File: src/hdl/urelay_pkg.sv
// ----------------------------------------------------------------------------
// urelay_pkg
// Shared types, register map and helpers for the two-line serial relay.
// ----------------------------------------------------------------------------
package urelay_pkg;

  localparam int unsigned CfgW    = 16;
  localparam int unsigned DataW   = 32;
  localparam int unsigned AddrW   = 4;
  localparam int unsigned ByteW   = 8;

  localparam logic [CfgW-1:0] BitPeriodRst        = 16'd833;
  localparam logic [CfgW-1:0] FirstSampleDelayRst = 16'd1249;
  localparam logic [CfgW-1:0] SamplePeriodRst     = 16'd810;

  typedef enum logic [1:0] {
    REG_BIT_PERIOD         = 2'd0,
    REG_FIRST_SAMPLE_DELAY = 2'd1,
    REG_SAMPLE_PERIOD      = 2'd2,
    REG_UNUSED             = 2'd3
  } reg_idx_e;

  typedef enum logic [1:0] {
    MODE_IDLE = 2'd0,
    MODE_RX   = 2'd1,
    MODE_TX   = 2'd2
  } relay_mode_e;

  typedef struct packed {
    logic [CfgW-1:0] bit_period;
    logic [CfgW-1:0] first_sample_delay;
    logic [CfgW-1:0] sample_period;
  } relay_cfg_t;

  // A programmed count of zero behaves as a single tick.
  function automatic logic [CfgW-1:0] cnt_load(input logic [CfgW-1:0] v);
    cnt_load = (v == '0) ? CfgW'(1) : v;
  endfunction

endpackage

File: src/hdl/urelay_if.sv
// ----------------------------------------------------------------------------
// urelay_if
// Valid/ready channels carrying line samples in and relay results out.
// ----------------------------------------------------------------------------
interface urelay_in_if;
  logic valid;
  logic ready;
  logic terminal_line_in;
  logic device_line_in;

  modport source (output valid, output terminal_line_in, output device_line_in,
                  input ready);
  modport sink (input valid, input terminal_line_in, input device_line_in,
                output ready);
endinterface

interface urelay_out_if;
  logic       valid;
  logic       ready;
  logic       terminal_line_out;
  logic       device_line_out;
  logic [7:0] relayed_byte;
  logic       byte_done;
  logic       direction;

  modport source (output valid, output terminal_line_out, output device_line_out,
                  output relayed_byte, output byte_done, output direction,
                  input ready);
  modport sink (input valid, input terminal_line_out, input device_line_out,
                input relayed_byte, input byte_done, input direction,
                output ready);
endinterface

File: src/hdl/urelay_apb_regs.sv
// ----------------------------------------------------------------------------
// urelay_apb_regs
// APB register file holding the bit timing configuration.
// ----------------------------------------------------------------------------
module urelay_apb_regs (
  input  logic                          clk_i,
  input  logic                          rst_ni,
  input  logic                          psel,
  input  logic                          penable,
  input  logic                          pwrite,
  input  logic [urelay_pkg::AddrW-1:0]  paddr,
  input  logic [urelay_pkg::DataW-1:0]  pwdata,
  output logic [urelay_pkg::DataW-1:0]  prdata,
  output logic                          pready,
  output urelay_pkg::relay_cfg_t        cfg_o
);
  import urelay_pkg::*;

  relay_cfg_t cfg_q, cfg_d;
  reg_idx_e   idx;
  logic       wr_en;

  assign pready = 1'b1;
  assign idx    = reg_idx_e'(paddr[AddrW-1:2]);
  assign wr_en  = psel & penable & pwrite & pready;

  always_comb begin
    cfg_d = cfg_q;
    if (wr_en) begin
      unique case (idx)
        REG_BIT_PERIOD:         cfg_d.bit_period         = pwdata[CfgW-1:0];
        REG_FIRST_SAMPLE_DELAY: cfg_d.first_sample_delay = pwdata[CfgW-1:0];
        REG_SAMPLE_PERIOD:      cfg_d.sample_period      = pwdata[CfgW-1:0];
        default:                cfg_d = cfg_q;
      endcase
    end
  end

  always_comb begin
    unique case (idx)
      REG_BIT_PERIOD:         prdata = DataW'(cfg_q.bit_period);
      REG_FIRST_SAMPLE_DELAY: prdata = DataW'(cfg_q.first_sample_delay);
      REG_SAMPLE_PERIOD:      prdata = DataW'(cfg_q.sample_period);
      default:                prdata = '0;
    endcase
  end

  always_ff @(posedge clk_i or negedge rst_ni) begin
    if (!rst_ni) begin
      cfg_q.bit_period         <= BitPeriodRst;
      cfg_q.first_sample_delay <= FirstSampleDelayRst;
      cfg_q.sample_period      <= SamplePeriodRst;
    end else begin
      cfg_q <= cfg_d;
    end
  end

  assign cfg_o = cfg_q;

endmodule

File: src/hdl/urelay_core.sv
// ----------------------------------------------------------------------------
// urelay_core
// Receive/transmit sequencer with its result register and handshake.
// ----------------------------------------------------------------------------
module urelay_core #(
  parameter int unsigned DATA_BITS = 8
) (
  input  logic                   clk_i,
  input  logic                   rst_ni,
  input  urelay_pkg::relay_cfg_t cfg_i,
  urelay_in_if.sink              in_i,
  urelay_out_if.source           out_o
);
  import urelay_pkg::*;

  localparam int unsigned IdxW = $clog2(DATA_BITS + 4);

  relay_mode_e           mode_q, mode_d;
  logic [CfgW-1:0]       tick_q, tick_d;
  logic [IdxW-1:0]       idx_q, idx_d;
  logic [DATA_BITS-1:0]  shift_q, shift_d;
  logic [1:0]            lines_q, lines_d;
  logic                  dir_q, dir_d;

  logic                  res_vld_q;
  logic                  res_term_q, res_dev_q, res_done_q, res_dir_q;
  logic [ByteW-1:0]      res_byte_q;

  logic                  in_fire;
  logic                  done;
  logic [ByteW-1:0]      byte_out;
  logic [IdxW-1:0]       idx_inc;
  logic                  rx_bit;
  logic                  slot_lvl;
  logic                  drive_en;
  logic                  drive_lvl;
  logic [DATA_BITS+ByteW-1:0] shift_ext;

  assign in_i.ready = !res_vld_q || out_o.ready;
  assign in_fire    = in_i.valid && in_i.ready;
  assign idx_inc    = idx_q + IdxW'(1);
  assign rx_bit     = dir_q ? in_i.device_line_in : in_i.terminal_line_in;
  assign shift_ext  = {{ByteW{1'b0}}, shift_d};

  // Level of the transmit slot about to start: idle-high, start, data, stop.
  always_comb begin
    slot_lvl = 1'b1;
    if (idx_inc == IdxW'(1)) begin
      slot_lvl = 1'b0;
    end
    for (int unsigned i = 0; i < DATA_BITS; i++) begin
      if (idx_inc == IdxW'(i + 2)) begin
        slot_lvl = shift_q[i];
      end
    end
  end

  always_comb begin
    mode_d    = mode_q;
    tick_d    = tick_q;
    idx_d     = idx_q;
    shift_d   = shift_q;
    dir_d     = dir_q;
    done      = 1'b0;
    drive_en  = 1'b0;
    drive_lvl = 1'b1;
    unique case (mode_q)
      MODE_IDLE: begin
        if (!in_i.terminal_line_in || !in_i.device_line_in) begin
          dir_d   = in_i.terminal_line_in;
          mode_d  = MODE_RX;
          tick_d  = cnt_load(cfg_i.first_sample_delay);
          idx_d   = '0;
          shift_d = '0;
        end
      end
      MODE_RX: begin
        if (tick_q > CfgW'(1)) begin
          tick_d = tick_q - CfgW'(1);
        end else begin
          shift_d = {rx_bit, shift_q[DATA_BITS-1:1]};
          if (idx_inc >= IdxW'(DATA_BITS)) begin
            done      = 1'b1;
            mode_d    = MODE_TX;
            idx_d     = '0;
            tick_d    = cnt_load(cfg_i.bit_period);
            drive_en  = 1'b1;
            drive_lvl = 1'b1;
          end else begin
            idx_d  = idx_inc;
            tick_d = cnt_load(cfg_i.sample_period);
          end
        end
      end
      MODE_TX: begin
        if (tick_q > CfgW'(1)) begin
          tick_d = tick_q - CfgW'(1);
        end else if (idx_inc > IdxW'(DATA_BITS + 2)) begin
          mode_d    = MODE_IDLE;
          idx_d     = '0;
          tick_d    = '0;
          drive_en  = 1'b1;
          drive_lvl = 1'b1;
        end else begin
          idx_d     = idx_inc;
          tick_d    = cnt_load(cfg_i.bit_period);
          drive_en  = 1'b1;
          drive_lvl = slot_lvl;
        end
      end
      default: begin
        mode_d = MODE_IDLE;
      end
    endcase

    // Bit 0 is the terminal line, bit 1 the device line; drive the far side.
    lines_d = lines_q;
    if (drive_en) begin
      if (dir_q) begin
        lines_d[0] = drive_lvl;
      end else begin
        lines_d[1] = drive_lvl;
      end
    end
    byte_out = done ? shift_ext[ByteW-1:0] : '0;
  end

  always_ff @(posedge clk_i or negedge rst_ni) begin
    if (!rst_ni) begin
      mode_q  <= MODE_IDLE;
      tick_q  <= '0;
      idx_q   <= '0;
      shift_q <= '0;
      lines_q <= 2'b11;
      dir_q   <= 1'b0;
    end else if (in_fire) begin
      mode_q  <= mode_d;
      tick_q  <= tick_d;
      idx_q   <= idx_d;
      shift_q <= shift_d;
      lines_q <= lines_d;
      dir_q   <= dir_d;
    end
  end

  always_ff @(posedge clk_i or negedge rst_ni) begin
    if (!rst_ni) begin
      res_vld_q <= 1'b0;
    end else if (in_i.ready) begin
      res_vld_q <= in_i.valid;
    end
  end

  always_ff @(posedge clk_i) begin
    if (in_fire) begin
      res_term_q <= lines_d[0];
      res_dev_q  <= lines_d[1];
      res_byte_q <= byte_out;
      res_done_q <= done;
      res_dir_q  <= dir_d;
    end
  end

  assign out_o.valid             = res_vld_q;
  assign out_o.terminal_line_out = res_term_q;
  assign out_o.device_line_out   = res_dev_q;
  assign out_o.relayed_byte      = res_byte_q;
  assign out_o.byte_done         = res_done_q;
  assign out_o.direction         = res_dir_q;

endmodule

File: src/hdl/uart_8n1_two_line_relay_unit.sv
// ----------------------------------------------------------------------------
// uart_8n1_two_line_relay_unit
// Half-duplex relay that receives an 8N1 byte on one serial line and resends
// it on the other, one time tick per input word.
// ----------------------------------------------------------------------------
// Each input word is one tick of the bit clock and carries the levels of both
// incoming lines; each accepted word yields exactly one result word with the
// two outgoing line levels, the direction, and the received byte on the tick
// the last data bit is sampled. The block takes one word per clock cycle:
// the sequencer update and the result are formed in a single pass of logic
// from the accepted word into the result register, and a new word is taken
// whenever that register is empty or is being emptied in the same cycle, so
// each result is registered from its word; output back-pressure stalls the input
// only for as long as the result register stays full. While idle, a low on
// the terminal line starts a reception, failing that a low on the device
// line; the terminal wins. Reception waits first_sample_delay ticks, then
// samples DATA_BITS bits LSB first every sample_period ticks, and the byte is
// sent on the other line as an idle-high slot, a start bit, the data bits and
// a stop bit, each bit_period ticks long. A timing register programmed to
// zero behaves as one tick. The three timing registers sit on an APB port at
// byte addresses 0, 4 and 8 and should be written only while the relay is
// idle.
// ----------------------------------------------------------------------------
module uart_8n1_two_line_relay_unit #(
  parameter int unsigned DATA_BITS = 8
) (
  input  logic                          clk_i,
  input  logic                          rst_ni,
  input  logic                          psel,
  input  logic                          penable,
  input  logic                          pwrite,
  input  logic [urelay_pkg::AddrW-1:0]  paddr,
  input  logic [urelay_pkg::DataW-1:0]  pwdata,
  output logic [urelay_pkg::DataW-1:0]  prdata,
  output logic                          pready,
  urelay_in_if.sink                     in_i,
  urelay_out_if.source                  out_o
);
  import urelay_pkg::*;

  relay_cfg_t cfg;

  // Timing registers.
  urelay_apb_regs u_regs (
    .clk_i   (clk_i),
    .rst_ni  (rst_ni),
    .psel    (psel),
    .penable (penable),
    .pwrite  (pwrite),
    .paddr   (paddr),
    .pwdata  (pwdata),
    .prdata  (prdata),
    .pready  (pready),
    .cfg_o   (cfg)
  );

  // Receive and transmit sequencer with the result register.
  urelay_core #(
    .DATA_BITS (DATA_BITS)
  ) u_core (
    .clk_i  (clk_i),
    .rst_ni (rst_ni),
    .cfg_i  (cfg),
    .in_i   (in_i),
    .out_o  (out_o)
  );

endmodule
File: src/flat_wrapper.sv
// flat-port wrapper written by rule: the top's interface ports become plain ports
module uart_8n1_two_line_relay_unit_flat import urelay_pkg::*;
#(
  parameter int unsigned DATA_BITS = 8
)
  (clk_i, rst_ni, psel, penable, pwrite, paddr, pwdata, prdata, pready, in_i_valid, in_i_terminal_line_in, in_i_device_line_in, in_i_ready, out_o_valid, out_o_terminal_line_out, out_o_device_line_out, out_o_relayed_byte, out_o_byte_done, out_o_direction, out_o_ready);
  urelay_in_if in_i_i ();
  urelay_out_if out_o_i ();
  input  logic clk_i;
  input  logic rst_ni;
  input  logic psel;
  input  logic penable;
  input  logic pwrite;
  input  logic [urelay_pkg::AddrW-1:0] paddr;
  input  logic [urelay_pkg::DataW-1:0] pwdata;
  output logic [urelay_pkg::DataW-1:0] prdata;
  output logic pready;
  input wire logic [$bits(in_i_i.valid)-1:0] in_i_valid;
  input wire logic [$bits(in_i_i.terminal_line_in)-1:0] in_i_terminal_line_in;
  input wire logic [$bits(in_i_i.device_line_in)-1:0] in_i_device_line_in;
  output wire logic [$bits(in_i_i.ready)-1:0] in_i_ready;
  output wire logic [$bits(out_o_i.valid)-1:0] out_o_valid;
  output wire logic [$bits(out_o_i.terminal_line_out)-1:0] out_o_terminal_line_out;
  output wire logic [$bits(out_o_i.device_line_out)-1:0] out_o_device_line_out;
  output wire logic [$bits(out_o_i.relayed_byte)-1:0] out_o_relayed_byte;
  output wire logic [$bits(out_o_i.byte_done)-1:0] out_o_byte_done;
  output wire logic [$bits(out_o_i.direction)-1:0] out_o_direction;
  input wire logic [$bits(out_o_i.ready)-1:0] out_o_ready;
  assign in_i_i.valid = in_i_valid;
  assign in_i_i.terminal_line_in = in_i_terminal_line_in;
  assign in_i_i.device_line_in = in_i_device_line_in;
  assign in_i_ready = in_i_i.ready;
  assign out_o_valid = out_o_i.valid;
  assign out_o_terminal_line_out = out_o_i.terminal_line_out;
  assign out_o_device_line_out = out_o_i.device_line_out;
  assign out_o_relayed_byte = out_o_i.relayed_byte;
  assign out_o_byte_done = out_o_i.byte_done;
  assign out_o_direction = out_o_i.direction;
  assign out_o_i.ready = out_o_ready;
  uart_8n1_two_line_relay_unit #(.DATA_BITS(DATA_BITS)) u_core (.clk_i(clk_i), .rst_ni(rst_ni), .psel(psel), .penable(penable), .pwrite(pwrite), .paddr(paddr), .pwdata(pwdata), .prdata(prdata), .pready(pready), .in_i(in_i_i), .out_o(out_o_i));
endmodule
File: config.mk
export PLATFORM = sky130hd
export DESIGN_NAME = uart_8n1_two_line_relay_unit_flat
export DESIGN_NICKNAME = d
export VERILOG_FILES = /design/src/hdl/urelay_pkg.sv /design/src/hdl/urelay_if.sv /design/src/hdl/urelay_apb_regs.sv /design/src/hdl/urelay_core.sv /design/src/hdl/uart_8n1_two_line_relay_unit.sv /design/src/flat_wrapper.sv
export SDC_FILE = /design/constraint.sdc
export NUM_CORES = 1
export LEC_CHECK = 0
export ABC_AREA = 1
export BUFFER_PORTS_ARGS = -buffer_cell sky130_fd_sc_hd__buf_2
export CORE_ASPECT_RATIO = 2
export CORE_MARGIN = 4
export CORE_UTILIZATION = 35
export DETAILED_ROUTE_END_ITERATION = 10
export PLACE_DENSITY_LB_ADDON = 0.25
export RECOVER_POWER = 50
export SLEW_MARGIN = 10
export SYNTH_ARGS = -nofsm -noshare
export SYNTH_HDL_FRONTEND = slang
export SYNTH_SLANG_ARGS = --single-unit
export TNS_END_PERCENT = 20
File: constraint.sdc
create_clock -name clk_i -period 1.75 [get_ports clk_i]
set_input_delay 0.0875 -clock clk_i [delete_from_list [all_inputs] [get_ports clk_i]]
set_output_delay 0.0875 -clock clk_i [all_outputs]
set_load 0.03 [all_outputs]
==> metrics.txt <==
H-tree level count=3; CP startpoint kind=flip-flop; Max-slew headroom=between 30 and 40%; Period Utilization, post-route=107%; Post-synth ARST share=around 87%; Seq cells post-synth=94; Boundary Pins=a little over 90; Mapped Area=about 5500 um^2; CTS Buffer Depth=2; DP Worst Slack=-0.164 ns; register area=between 2000 and 2500 um^2; final slew viol count=0; Final WS setup=-0.123 ns; Layout Nets=893; Clock Tree Root=clkbuf_16; Sink Count=94; Worst Hold Class=in2reg; routability cong.=0.907; Core Footprint=15300 um^2; crit path DAT=~2 ns; Tmin final=about 1.9 ns; Syn. warnings=0; CP max stage delay=between 0.4 and 0.5 ns; crit path capture type=flip-flop; area grow syn2layout=30.7%; initial antenna violation count=0; power per cell area=about 1400 nW/um^2; non-filler instance count after layout=roughly 1000; total CTS buffers=9; Setup Skew=~0.010 ns; slowest CP cell=dfrtp_2; TritonCTS clock tree=done; die height=185 um; Synth top cells by count=nand2_1 (144), inv_1 (95), o21ai_0 (91), dfrtp_1 (66); First-pass DRT Iterations=4; drt total wl=15800 um; grt total ovfl=0; Hold Fails Final Rpt=1; area taken by multi-input logic gates=~2700 um^2; critical path type=reg2reg; Area contributors post-synth=dfrtp_1 (30%), nand2_1 (9.9%), o21ai_0 (8.3%); Max Cap Viol=0; post-synthesis cell count=697; status=complete, but fails checks; achievable frequency=534 MHz; Synth top area share=30.2%; top_reg_cell synth=dfrtp_1; Crit path required time=1.88 ns; hold slack=-0.000805 ns; post-DP HPWL=around 12000 um; final setup fails=24; worst slew pin tran=between 0.9 and 1 ns; number of synthesized flops with an enable pin=12; Vias/cell=slightly below 5; Synth area leader=dfrtp_1; Peak supply drop=~0.76 mV; Clock Pin Slew Worst Setup and Hold Paths=approximately 0.07 ns; Lkg Pwr=~3.3 nW; RSZ-0062 raised after global routing=yes; count of different cell masters after synthesis=45; violated checks=hold timing, setup timing; first-pass GRT wire length=roughly 26000 um; die area=between 15000 and 20000 um^2; DR vias=approximately 5200; Post-Syn Area per Cell=around 8 um^2; FP Rows=64; fill count=1549; share of post-route cells with drive strength above 1=30.7%; remaining antenna violation count after routing=0; largest net degree at the start of global routing=41; Worst-Skew Late Latency=0.36 ns; crit-path cells=nand3_1 -> nand2_2 -> nand2_4 -> inv_4 -> a21oi_4 -> nand2_2 -> o21ai_1 -> inv_1 -> nand2_1 -> nand2_1 -> nand2_2 -> nand3_2 -> nand2_1 -> inv_1; Die X=slightly below 100 um; drt initial violations=160; vias in the first global route=5301; number of remaining DRC errors=0; Seq/Total Area, Yosys=44.4%; most frequent cell after synthesis=nand2_1; Antenna diodes=0; WL/cell=15.2 um; Starting Density=a little over a third; Inst Count DP=~1000; total track usage=18.8%; Port Buffer Count=between 50 and 60; CP Max Fanout=9
==> per-stage QoR <==
| stage | total power, mW | instance area (um^2) | setup TNS [ns] | hold WS (ns) | util (%) |
|---|---|---|---|---|---|
| 3_5_place_dp | 7.68 | 6590 | -3.06 | 0.0767 | 43.1 |
| 4_1_cts | 9.96 | 7100 | -1.65 | 0.00471 | 46.4 |
| 3_3_place_gp | 7.66 | 6590 | -2.24 | 0.0694 | 43.1 |
| 6_report | 10.0 | 7150 | -1.71 | -0.000805 | 46.8 |
| 2_1_floorplan | 5.86 | 5590 | -0.000800 | -0.208 | - |
| 5_1_grt | 10.7 | 7150 | -7.51 | 0.0314 | 46.8 |
==> worst max-delay path, delay by kind of cell (launching register included) <==
kind                   cells  cell delay (ns)
AO/OA/AOI/OAI              2             0.28
flip-flops                 1             0.47
buffers and inverters      3             0.14
AND/OR/NAND/NOR            9             0.76
==> timing repair <==
item,CTS,global route
hold buffers,7,0
pin swaps,19,7
gates resized for setup,39,17
setup endpoints to repair,37,41
gates cloned,0,0
setup buffers,4,0
hold endpoints to repair,35,0
==> placed cells by master, fill, tap and decap left out, types with 7 or more instances in the layout <==
master	count
a21oi_1	17
buf_2	54
buf_4	83
clkbuf_16	9
conb_1	17
dfrtp_1	62
dfstp_2	16
dlygate4sd3_1	7
edfxtp_1	12
inv_1	86
inv_2	8
nand2_1	137
nand2_2	10
nand2_4	7
nand3_1	33
nand3_2	10
nand4_1	9
nor2_1	33
nor2_2	9
nor4_1	11
o211ai_1	10
o21ai_0	86
o21ai_1	18
o22ai_1	12
xor2_1	8
==> power breakdown <==
group,internal [mW],switching (mW),leakage [nW]
registers,2.74,0.409,1.13
logic,2.05,2.83,2.03
clock network,1.15,0.852,0.140
total,5.94,4.09,3.30
==> cell families (layout without fill, tap and decap cells) <==
family / Yosys count / in the layout / share of synthesized area [%]
multiplexers: 1 / 1 / 0.183
flip-flops: 94 / 94 / 44.4
XOR/XNOR: 11 / 11 / 1.76
AO/OA/AOI/OAI: 168 / 168 / 17.6
other: 2 / 17 / 0.137
AND/OR/NAND/NOR: 270 / 270 / 22.4
buffers and inverters: 141 / 272 / 11.3
adder cells (fa/ha/maj): 10 / 10 / 2.29
==> area by class of cell <==
type | instances | area share [%]
multi-input cells | 477 | 38.0
flip-flops and latches | 94 | 34.1
repair buffers | 157 | 15.0
inverters | 99 | 5.33
clock buffers | 13 | 3.50
well taps | 198 | 3.46
clock inverters | 3 | 0.612
==> worst paths after layout <==
kind	start	end	slack [ns]	depth (start not counted)
worst max register to register	u_core.u_core.idx_q[1]$_DFFE_PN0P_	u_core.u_core.out_o.terminal_line_out$_DFFE_PP_	-0.12	14
worst max-delay path	u_core.u_core.idx_q[1]$_DFFE_PN0P_	u_core.u_core.out_o.terminal_line_out$_DFFE_PP_	-0.12	14
worst min-delay path	pwdata[5]	u_core.u_regs.cfg_o[5]$_DFFE_PN1P_	-0.0008	3
max in group asynchronous	rst_ni	u_core.u_regs.cfg_o[16]$_DFFE_PN1P_	0.20	3
worst min register to register	u_core.u_core.lines_q[0]$_DFFE_PN1P_	u_core.u_core.lines_q[0]$_DFFE_PN1P_	0.46	2
min in group asynchronous	rst_ni	u_core.u_regs.cfg_o[25]$_DFFE_PN0P_	0.39	2
==> metal layers <==
layer	track usage [%]	vias to the layer above	share of wire, %
li1	-	2562	-
met3	2.24	53	3.1
met1	18.5	2410	35
met2	35.6	127	56
met4	12.1	0	5.5
met5	0	-	0
==> flip-flops by register name, indices dropped and copies added (netlist names) <==
name                                   cells
u_core.u_core.dir_q                        1
u_core.u_core.idx_q                        4
u_core.u_core.lines_q                      2
u_core.u_core.mode_q                       2
u_core.u_core.out_o.byte_done              1
u_core.u_core.out_o.device_line_out        1
u_core.u_core.out_o.direction              1
u_core.u_core.out_o.relayed_byte           8
u_core.u_core.out_o.terminal_line_out      1
u_core.u_core.out_o.valid                  1
u_core.u_core.shift_q                      8
u_core.u_core.tick_q                      16
u_core.u_regs.cfg_o                       48
Note: power is estimated with default switching activity, not from simulation.
